[config.mk]
export PLATFORM = sky130hd
export DESIGN_NAME = slwm_div
export DESIGN_NICKNAME = d
export VERILOG_FILES = /design/src/slwm_pkg.sv /design/src/slwm_div.sv
export SDC_FILE = /design/constraint.sdc
export NUM_CORES = 1
export LEC_CHECK = 0
export BUFFER_PORTS_ARGS = -buffer_cell sky130_fd_sc_hd__buf_2
export CAP_MARGIN = 25
export CELL_PAD_IN_SITES_DETAIL_PLACEMENT = 0
export CELL_PAD_IN_SITES_GLOBAL_PLACEMENT = 1
export CORE_ASPECT_RATIO = 1.5
export CORE_MARGIN = 2
export CORE_UTILIZATION = 25
export DETAILED_ROUTE_END_ITERATION = 16
export PLACE_DENSITY = 0.57
export SLEW_MARGIN = 30
export SYNTH_ARGS = -nofsm -noshare
export SYNTH_HDL_FRONTEND = slang
export SYNTH_SLANG_ARGS = --single-unit
[constraint.sdc]
create_clock -name clk -period 5.1 [get_ports clk]
set_input_delay 1.02 -clock clk [delete_from_list [all_inputs] [get_ports clk]]
set_output_delay 1.02 -clock clk [all_outputs]
set_load 0.01 [all_outputs]
[src/slwm_pkg.sv]
// Shared types and constants of the stage latency monitor.
package slwm_pkg;

  localparam int SLOT_W     = 3;
  localparam int HW_SLOTS   = 8;
  localparam int TS_W       = 63;
  localparam int CNT_W      = 16;
  localparam int MEAN_OUT_W = 36;
  localparam int VAR_W      = 56;
  localparam int DIV_W      = 64;
  localparam int DVSR_W     = 16;
  localparam int STEP_W     = 7;

  localparam logic [CNT_W-1:0] COUNT_MAX = '1;

  // Divider launch: a one-cycle go and the number of quotient bits to form
  typedef struct packed {
    logic              go;
    logic [STEP_W-1:0] steps;
  } div_req_t;

endpackage

[src/slwm_div.sv]
// Restoring divider, one quotient bit per cycle, shared by mean and variance.
module slwm_div (
  input  logic                      clk,
  input  logic                      rst,
  input  slwm_pkg::div_req_t        req,
  input  logic [slwm_pkg::DIV_W-1:0]  dividend,
  input  logic [slwm_pkg::DVSR_W-1:0] divisor,
  output logic                      done,
  output logic [slwm_pkg::DIV_W-1:0]  quotient
);
  import slwm_pkg::*;

  logic [DVSR_W-1:0] rem;
  logic [DVSR_W-1:0] dvsr;
  logic [DIV_W-1:0]  quo;
  logic [STEP_W-1:0] cnt;
  logic              run;
  logic [DVSR_W+1:0] diff;
  logic              ge;

  // Trial subtract of the divisor from the shifted partial remainder
  assign diff = {1'b0, rem, quo[DIV_W-1]} - {2'b00, dvsr};
  assign ge   = !diff[DVSR_W+1];
  assign quotient = quo;

  // Hold operands, advance one bit a cycle, pulse done on the last bit
  always_ff @(posedge clk) begin
    done <= 1'b0;
    if (rst) begin
      run <= 1'b0;
      cnt <= '0;
    end else if (req.go) begin
      run  <= 1'b1;
      cnt  <= req.steps;
      rem  <= '0;
      quo  <= dividend;
      dvsr <= divisor;
    end else if (run) begin
      rem <= ge ? diff[DVSR_W-1:0] : {rem[DVSR_W-2:0], quo[DIV_W-1]};
      quo <= {quo[DIV_W-2:0], ge};
      cnt <= cnt - 1'b1;
      if (cnt == STEP_W'(1)) begin
        run  <= 1'b0;
        done <= 1'b1;
      end
    end
  end

endmodule

== Word-level counts from Yosys, hierarchy flattened ==
Index checks and enable logic that the tools add are counted.
Operators by class
  add/subtract/negate cells: 2
  multipliers: 0
  divide/modulo/power cells: 0
  magnitude comparators: 0
  equality and inequality tests: 1
  shifts and indexed selects: 0
  multiplexer cells: 10
  bitwise logic cells: 2
  reduce and logical (&&, ||, !) cells: 5
Operator list (count)
  $mux 64: 2
  $mux 16: 2
  $sub 17x16->18: 1
  $mux 7: 2
  $eq 7x1->1 const B: 1
  $sub 7x1->7 const B: 1
  $mux 1: 4
  $reduce_and 2->1: 2
  $reduce_or 3->1: 1
  $not 1->1: 2
  $reduce_bool 2->1: 1
  $logic_not 1->1: 1
Word-level totals
  register bits: 105
  bits in latches: 0
  memory bits (writable): 0
  bits in read-only memories: 0
  input bits: 90
  output and inout bits: 65
  logic and storage cells: 26
  memories: 0

== Depth between registers and ports, before layout ==
Gate-level depths: netlist of run 1.
  depth after elaboration: 4
  gate-level depth with buffers: 10
  gate-level depth less buffers: 10

== Worst setup path before layout of run 1 ==
OpenSTA, ideal clock, no wires.
  path type: input to register
  start: input port req[7] in the netlist's numbering
  end: register quo[0] (netlist: quotient[0]), enable pin
  setup time: 0.520 ns
  data arrival time: 5.005 ns
  required time: 4.580 ns
  setup slack: -0.424 ns
  cell stages on the path: 4
  buffers on the path: 2
  cells stage by stage: clkbuf_1 clkbuf_1 nor2_1 nor2_1
On the way
  cells in the longest elaborated chain, start to end: 2
Ends and longest elaborated chain
  from (decl): line slwm_div.sv:5  | input slwm_pkg::div_req_t req,
  $reduce_bool 2->1 (no source line)
  $reduce_and 2->1 (no source line)
  to (signal assigned): line slwm_div.sv:36  | quo <= dividend;
  to (signal assigned): line slwm_div.sv:40  | quo <= {quo[DIV_W-2:0], ge};
  to (decl): line slwm_div.sv:15  | logic [DIV_W-1:0] quo;
Every way passes these cells.
A chain may end at the register's enable or synchronous reset.

== Final worst setup path of run 1 ==
  start: register rem[0]
  end: register quo[0] (netlist: quotient[0]) (data pin)
On the way
  cells in the longest elaborated chain, start to end: 4
Ends and longest elaborated chain
  from (decl): line slwm_div.sv:13  | logic [DVSR_W-1:0] rem;
  from (signal assigned): line slwm_div.sv:39  | rem <= ge ? diff[DVSR_W-1:0] : {rem[DVSR_W-2:0], quo[DIV_W-1]};
  $sub 17x16->18: line slwm_div.sv:22  | assign diff = {1'b0, rem, quo[DIV_W-1]} - {2'b00, dvsr};
  $logic_not 1->1: line slwm_div.sv:23  | assign ge = !diff[DVSR_W+1];
  $mux 64: line slwm_div.sv:38  | end else if (run) begin
  $mux 64: line slwm_div.sv:32  | end else if (req.go) begin
Every way passes these cells. The select of a mux whose other input is x is not followed.

==> flow_summary.ini, run 1 <==
[sta]
fin_skew_ns = 0.006376
fmax_mhz = 354.6
finalHoldWorstSlack_ns = 0.5770
period_needed_ns = 2.820
setup_viol = 0
post-route-period-util_pct = 55.29
max_slew_margin_pct = 55.23
finalHoldViolCount = 0
worst_slew_pin_slew_ns = 0.6695
rsz0062_at_grt = false
tns_ns = 0
report.final.slew_viol_count = 0

[routing]
ant_nets = 0
via_per_inst = 4.516
num_vias = 3748
drtIter0Drc = 115
wl_per_cell_um = 16.78
firstDrtPassIters = 4
wirelength_um = 13930
drc = 0

[clocking]
tritoncts = done
htreeDepth = 3
cts_sinks = 105
clkTransAtPathRegs_ns = 0.07
numCtsBuffers = 9
cts_resized = 0
cts_setup_buffers = 0
clkLatencyLatePin_ns = 0.35
cts_root_buffer = clkbuf_16
clockBufferDepth = 2
cts_hold_buf = 0

[finish]
area_growth_pct = 24.78
n_antenna_cell = 0
drive_gt1_share_pct = 45.20
nets = 666
fillCellCount = 2115

[synthesis]
async_flop_share_pct = 0
syn_area_mm2 = 0.005363
ys_ff_latch = 105
seq_area_frac_synth_pct = 57.12
synth_most_common_cell = edfxtp_1
synthCells = 408
yosys_warnings = 0
synth_top_cell_by_area = edfxtp_1
syn_area_per_cell_um2 = 13.14
synthDistinctLibCells = 61
syn-num-nets = 517
synth_edf_count = 96
yosys-top-cells-area = edfxtp_1 (54%), mux2_2 (13%), ha_1 (4.2%), dfxtp_1 (3.4%), a21oi_1 (2.2%)
synth_commonest_cells = edfxtp_1 (96), mux2_2 (63), nor2_1 (25)
netlist.area_leader.share_pct = 53.76
ys.flop_type = edfxtp_1

[global_route]
antenna_found_initial = 1
grt_pass1_wl_um = 22120
grt_pass1_vias = 4089
grt_start_max_net_pins = 65
track_usage_pct = 12.81
grt_overflow = 0

[placed_design]
io_buffer_count = 154
gp_congestion = 0.7625
hpwl_um = 10580

[pwr]
power_density_mw_per_mm2 = 327.3
p_comb_share_pct = 20.5
p_sw_share_pct = 26.78
power_frac_clock_pct = 31.1
leakagePower_nw = 2.655
pwr-share-seq_pct = 48.5
p_total_mw = 2.190
ir_drop_v = 0.0001821
power.switching_mw = 0.5864
intPower_mw = 1.603

[setup_path]
worstSetupPathType = flop to flop
cp_slowest_cell = o31ai_4
worstPathRequired_ns = 5.20
r2r-start = rem[0]
critPathBufInv = 0
r2r_cells = 7
start_kind = flop
worstPathMaxFanout = 12
rrSetupSlack_ns = 2.28
critPathCaptureType = flop
path_cells = ha_1 > nor2b_1 > o2111ai_2 > a21oi_4 > o31ai_4 > nand2_2 > mux2_4
worst_r2r_endpoint = quotient[0]
slowest_delay_ns = 0.60
crit_family = compound AO/OA/AOI/OAI gates
critPathArrivalTime_ns = 2.92

[floorplan]
rows = 65
die_width_um = 123.6
initial_core_util_pct = 25.46
die-height_um = 183.4
die-area_mm2 = 0.02266
core_mm2 = 0.02106
top_level_ports = 155

[hold_path]
hold_depth = 1
worstHoldStart = quotient[59]
hp-class = flop to flop
worstHoldEndpoint = quotient[60]

[status]
status = complete, no violations

[job]
cap_violations = 0
==> how the worst max path moves through the flow <==
stage             endpoint  slack (ns)  cells past startpoint   start
3_3_place_gp      dvsr[12]        2.05                      4  req[7]
6_report       quotient[0]        2.28                      7  rem[0]
3_5_place_dp       dvsr[2]        1.91                      4  req[7]
4_1_cts        quotient[0]        2.25                      7  rem[0]
2_1_floorplan  quotient[0]        0.92                      4  req[7]
5_1_grt        quotient[0]        2.09                      7  rem[0]
==> metrics by stage <==
step | cell area (um2) | setup WS (ns) | utilization (%) | std cells
finish | 6691 | 2.280 | 31.77 | 830
global route | 6691 | 2.088 | 31.77 | 830
CTS | 6691 | 2.246 | 31.77 | 830
detailed placement | 6410 | 1.908 | 30.43 | 814
global placement | 6410 | 2.048 | 30.43 | 814
floorplan | 5365 | 0.9192 | - | 408
==> cell usage in the layout (no fill, tap or decap), drive strengths merged, types with 2 or more instances in the layout <==
cell type,count
clkbuf,12
o21ai,14
o31ai,3
nand4,3
or3,3
nor3,12
o22ai,4
a211o,3
edfxtp,96
inv,23
o41ai,2
nand3,15
nand2,18
nor2,25
mux2i,2
o2111ai,2
and2,2
a21oi,27
a211oi,4
mux2,64
ha,18
clkinv,4
buf,157
xor2,6
and3,3
o211ai,3
nor2b,2
dfxtp,9
xnor2,10
a2111oi,2
==> layout make-up <==
class | instances | area [um2] | share of cell area, %
Clock buffer | 12 | 236.5 | 3.534
Clock inverter | 4 | 45.04 | 0.6731
Inverter | 24 | 90.09 | 1.346
Multi-Input combinational cell | 260 | 2113 | 31.58
Sequential cell | 105 | 3063 | 45.77
Tap cell | 268 | 335.3 | 5.011
Timing Repair Buffer | 157 | 808.3 | 12.08
==> routing by layer <==
| metal | share of wire [%] | track usage (%) | vias up |
|---|---|---|---|
| li1 | - | - | 1833 |
| met1 | 38 | 13.71 | 1765 |
| met2 | 51 | 22.09 | 136 |
| met3 | 9.4 | 5.846 | 12 |
| met4 | 1.3 | 4.227 | 2 |
| met5 | 0.079 | 0 | - |
==> flip-flops by register name, indices dropped and copies added (netlist names) <==
| name | cells |
|---|---|
| cnt | 7 |
| rem | 16 |
| run | 1 |
| quotient | 64 |
| done | 1 |
| dvsr | 16 |
==> power by group through the flow <==
stage	clock [mW]	combinational [mW]	sequential, mW
5_1_grt	0.739	0.496	1.07
6_report	0.680	0.448	1.06
3_5_place_dp	0	0.452	1.08
3_3_place_gp	0	0.449	1.08
2_1_floorplan	0	0.302	1.09
4_1_cts	0.707	0.453	1.06
==> cell families (layout without fill, tap and decap cells) <==
family                     count (synthesis)  in the layout  share of synthesized area [%]
and+or+nand+nor                           88             88                          8.283
adders and majority gates                 19             19                          4.573
xor gates and xnor gates                  16             16                          2.613
DFF                                      105            105                          57.12
muxes                                     66             66                          13.88
AOI/OAI and AO/OA                         71             71                          9.916
buffers and inverters                     43            197                          3.616
(Power assumes the default switching activity.)
==> run 2: changes to the inputs <==
==> constraint.sdc (replaced) <==
create_clock -name clk -period 2.55 [get_ports clk]
set_input_delay 0.51 -clock clk [delete_from_list [all_inputs] [get_ports clk]]
set_output_delay 0.51 -clock clk [all_outputs]
set_load 0.01 [all_outputs]
==> run 2 against run 1 <==
Compared with the run above:
- maximum frequency is 15% higher
- worst hold slack lost 0.26 ns
- clock power up 130%
- critical endpoint is now rem[14]
- via count is 3.0% higher
- count of clock-buffer cells in the layout shrank 3
- wire length up 4.7%
- die area stayed put
- worst setup slack worse by 2.2 ns
- final cell count rose by 2.0%
- first-iteration DRC count is 41% higher
- combinational power rose by 110%
- register-to-register slack lost 2.2 ns
==> flow_summary.ini, run 2 (same netlist as run 1, synthesis figures left out) <==
[status]
status = complete, no violations

[setup_path]
critPathCaptureType = flop
critPathArrivalTime_ns = 2.57
worstSetupPathType = flop to flop
rrSetupSlack_ns = 0.09
start_kind = flop
worstPathRequired_ns = 2.66
worstPathMaxFanout = 3

[global_route]
grt_pass1_wl_um = 22910
grt_pass1_vias = 4196
grt_overflow = 0
antenna_found_initial = 2
grt_start_max_net_pins = 63
track_usage_pct = 13.45

[clocking]
cts_hold_buf = 0
tritoncts = done
clkLatencyLatePin_ns = 0.36
clockBufferDepth = 2
htreeDepth = 3
cts_setup_buffers = 0
clkTransAtPathRegs_ns = 0.08
numCtsBuffers = 9
cts_sinks = 105
cts_root_buffer = clkbuf_16

[sta]
finalHoldViolCount = 0
max_slew_margin_pct = 61.92
tns_ns = 0
rsz0062_at_grt = false
setup_viol = 0
fmax_mhz = 407.0
fin_skew_ns = 0.01614
period_needed_ns = 2.457
post-route-period-util_pct = 96.36
finalHoldWorstSlack_ns = 0.3201
worst_slew_pin_slew_ns = 0.5652
report.final.slew_viol_count = 0

[finish]
largest_register_ffs = 64
nets = 682
final_common_cell = buf_2
layout_common_cells = buf_2 (153), edfxtp_1 (96), mux2_2 (63), nor2_1 (24)
drive_gt1_share_pct = 47.58
area_growth_pct = 28.21

[placed_design]
gp_congestion = 0.7749
hpwl_um = 10970
io_buffer_count = 154

[routing]
drc = 0
wirelength_um = 14590
firstDrtPassIters = 4
wl_per_cell_um = 17.23
num_vias = 3861
ant_nets = 0
drtIter0Drc = 162
via_per_inst = 4.558

[job]
cap_violations = 0

[pwr]
leakagePower_nw = 2.755
ir_drop_v = 0.0003542
p_total_mw = 4.618
power_density_mw_per_mm2 = 671.7

[hold_path]
hp-class = primary input to flop

[floorplan]
top_level_ports = 155
rows = 65
die_width_um = 123.6
initial_core_util_pct = 25.46
die-height_um = 183.4
core_mm2 = 0.02106
die-area_mm2 = 0.02266
[run 2: cell types whose count changed in the layout (fill, tap and decap cells not counted)]
| cell | delta |
|---|---|
| a2111oi_2 | +2 |
| a2111oi_0 | -2 |
| buf_4 | +16 |
| clkinv_2 | -3 |
| inv_6 | +1 |
| a21oi_1 | -1 |
| a21oi_2 | +1 |
| inv_8 | +1 |
| clkbuf_1 | -3 |
| clkinv_4 | +2 |
| bufinv_16 | +1 |
| clkinv_1 | +1 |
| diode_2 | +1 |
[run 2: power breakdown]
group	internal (mW)	leakage, nW	switching [mW]
sequential	2.05	0.990	0.0774
combinational	0.433	1.61	0.509
clock	0.872	0.160	0.679
total	3.35	2.75	1.27
[run 2: per-layer routing]
| layer | up-vias | routed length, um | global-route usage (%) |
|---|---|---|---|
| met5 | - | 11 | 0 |
| met4 | 2 | 272 | 4.636 |
| met3 | 17 | 1115 | 4.571 |
| met2 | 143 | 7413 | 23.05 |
| met1 | 1838 | 5778 | 15.43 |
| li1 | 1861 | - | - |
[run 2: worst max-delay path: stages (launching register included)]
cell,delay [ns]
edfxtp_1,0.38
inv_1,0.07
ha_1,0.16
inv_1,0.05
fa_1,0.40
a21oi_2,0.18
o211ai_1,0.22
a2111oi_2,0.41
nor2_1,0.10
xnor2_1,0.14
o22ai_1,0.10
[run 2: final timing paths]
check	cells after the start	startpoint	end
max	10	quotient[63]	rem[14]
min	1	divisor[10]	dvsr[10]
max reg2reg	10	quotient[63]	rem[14]
min reg2reg	1	quotient[34]	quotient[35]
[run 2: layout make-up]
| cell class | instances | area [um2] |
|---|---|---|
| fill | 2120 | 14190 |
| tap | 268 | 335.3 |
| clock inverter | 7 | 101.3 |
| antenna | 1 | 2.502 |
| clock buffer | 9 | 225.2 |
| timing repair buffer | 173 | 928.4 |
| sequential | 105 | 3063 |
| multi-input combinational | 260 | 2130 |
| inverter | 24 | 90.09 |
[run 2: timing repair]
item	in CTS	in global routing
endpoints found under the hold margin	0	0
gates resized for setup	1	4
pin swaps	0	2
setup endpoints to repair	1	2
[run 2: through the flow]
| stage | setup slack [ns] | util [%] | instances | cell area [um2] |
|---|---|---|---|---|
| 2_1_floorplan | 0.01434 | - | 408 | 5381 |
| 3_3_place_gp | 0.03932 | 31.00 | 830 | 6530 |
| 3_5_place_dp | -0.02494 | 31.00 | 830 | 6530 |
| 4_1_cts | 0.02004 | 32.56 | 846 | 6858 |
| 5_1_grt | 0.0005409 | 32.63 | 846 | 6873 |
| 6_report | 0.09293 | 32.64 | 847 | 6875 |
==> run 3: changes to the inputs <==
--- a/config.mk
+++ b/config.mk
@@ -12,6 +12,7 @@
 export CORE_ASPECT_RATIO = 1.5
 export CORE_MARGIN = 2
 export CORE_UTILIZATION = 25
+export CTS_BUF_LIST = sky130_fd_sc_hd__clkbuf_2 sky130_fd_sc_hd__clkbuf_4 sky130_fd_sc_hd__clkbuf_8
 export DETAILED_ROUTE_END_ITERATION = 16
 export PLACE_DENSITY = 0.57
 export SLEW_MARGIN = 30
==> run 3 against run 2 <==
Compared with the run above:
- flip-flop and latch count is the same
- count of clock-buffer cells in the layout unchanged
- worst setup slack improved by 0.013 ns
- worst hold slack got worse by 0.047 ns
- global-route usage hardly changed
- die area is the same
- critical endpoint unchanged
- largest cell class unchanged
- largest power group unchanged
- highest routed layer unchanged
==> flow_summary.ini, run 3 (same netlist as run 1, synthesis figures left out) <==
[finish]
drive_gt1_share_pct = 47.58
layout_common_cells = buf_2 (153), edfxtp_1 (96), mux2_2 (63), nor2_1 (24)
area_growth_pct = 26.32
final_common_cell = buf_2
final_cells = 847
nets = 682
largest_register_ffs = 64

[sta]
setup_viol = 0
report.final.slew_viol_count = 0
fin_skew_ns = 0.02502
finalHoldWorstSlack_ns = 0.2731
finalHoldViolCount = 0
worst_slew_pin_slew_ns = 0.5652
post-route-period-util_pct = 95.86
fmax_mhz = 409.1
rsz0062_at_grt = false
max_slew_margin_pct = 61.92
period_needed_ns = 2.444

[status]
status = complete, no violations

[clocking]
htreeDepth = 3
numCtsBuffers = 9
tritoncts = done
cts_sinks = 105
clkLatencyLatePin_ns = 0.40
clkTransAtPathRegs_ns = 0.12
cts_root_buffer = clkbuf_8
clockBufferDepth = 2

[global_route]
grt_start_max_net_pins = 63
track_usage_pct = 13.45
grt_overflow = 0
grt_pass1_vias = 4202
antenna_found_initial = 2
grt_pass1_wl_um = 22940

[routing]
via_per_inst = 4.536
num_vias = 3842
met3_length_um = 1100
drtIter0Drc = 147
wl_per_cell_um = 17.14
ant_nets = 0
highest_layer = met5
wl_met1_um = 5733
wirelength_um = 14520
drc = 0
wl_met2_um = 7394
firstDrtPassIters = 4

[floorplan]
die-height_um = 183.4
top_level_ports = 155
die-area_mm2 = 0.02266
core_mm2 = 0.02106
rows = 65
die_width_um = 123.6
initial_core_util_pct = 25.46

[placed_design]
dp_cells = 830
hpwl_um = 10970
gp_congestion = 0.7749
io_buffer_count = 154

[setup_path]
worstPathRequired_ns = 2.71
worstPathMaxFanout = 3
critPathCaptureType = flop
worstSetupPathType = flop to flop
start_kind = flop
critPathArrivalTime_ns = 2.61

[pwr]
power_density_mw_per_mm2 = 630.6
ir_drop_v = 0.0003720
p_total_mw = 4.272
leakagePower_nw = 2.709

[job]
cap_violations = 0

[hold_path]
hp-class = primary input to flop
run 3: changes by cell type in the layout (fill, tap and decap cells not counted):
cell,before,now
clkbuf_16,9,0
clkbuf_8,0,9
run 3: layer usage:
metal,vias to the layer above,track usage [%]
li1,1862,-
met4,2,4.636
met2,150,22.99
met3,19,4.571
met1,1809,15.47
met5,-,0
run 3: metrics by stage:
step                 TNS, ns  utilization [%]  area (um2)  setup slack (ns)
floorplan                  0                -        5381           0.01434
global placement           0            31.00        6530           0.03932
detailed placement  -0.02494            31.00        6530          -0.02494
CTS                        0            32.08        6756           0.02892
global route               0            32.15        6771          0.008652
finish                     0            32.16        6774            0.1056
run 3: final cells by class:
type | count | area (um2)
well taps | 268 | 335.3
clock buffers | 9 | 123.9
repair buffers | 173 | 928.4
diodes | 1 | 2.502
inverters | 24 | 90.09
fillers | 2131 | 14290
clock inverters | 7 | 101.3
multi-input cells | 260 | 2130
flip-flops and latches | 105 | 3063
run 3: where the power goes:
group | leakage [nW] | internal (mW) | switching (mW) | total [mW]
Clock | 0.113 | 0.564 | 0.642 | 1.21
Sequential | 0.990 | 2.05 | 0.0768 | 2.12
Combinational | 1.61 | 0.434 | 0.510 | 0.943
Total | 2.71 | 3.04 | 1.23 | 4.27
run 3: timing repair:
| action | 4_1_cts | 5_1_grt |
|---|---|---|
| hold endpoints to repair | 0 | 0 |
| gates cloned | 0 | 0 |
| buffers inserted | 0 | 0 |
| hold buffers | 0 | 0 |
| gates resized for setup | 1 | 4 |
| pin swaps | 0 | 2 |
| endpoints found under the setup margin | 1 | 2 |
run 3: worst paths after layout:
kind	from	to	slack [ns]	cells after the start
worst max-delay path	quotient[63]	rem[14]	0.11	10
worst min-delay path	divisor[10]	dvsr[10]	0.27	1
worst max register to register	quotient[63]	rem[14]	0.11	10
worst min register to register	quotient[35]	quotient[36]	0.59	1
run 3: worst max-delay path: stages (launching register included):
cell and delay (ns):
edfxtp_1 0.39, inv_1 0.07, ha_1 0.16, inv_1 0.05, fa_1 0.40, a21oi_2 0.18, o211ai_1 0.22, a2111oi_2 0.41
nor2_1 0.10, xnor2_1 0.14, o22ai_1 0.10
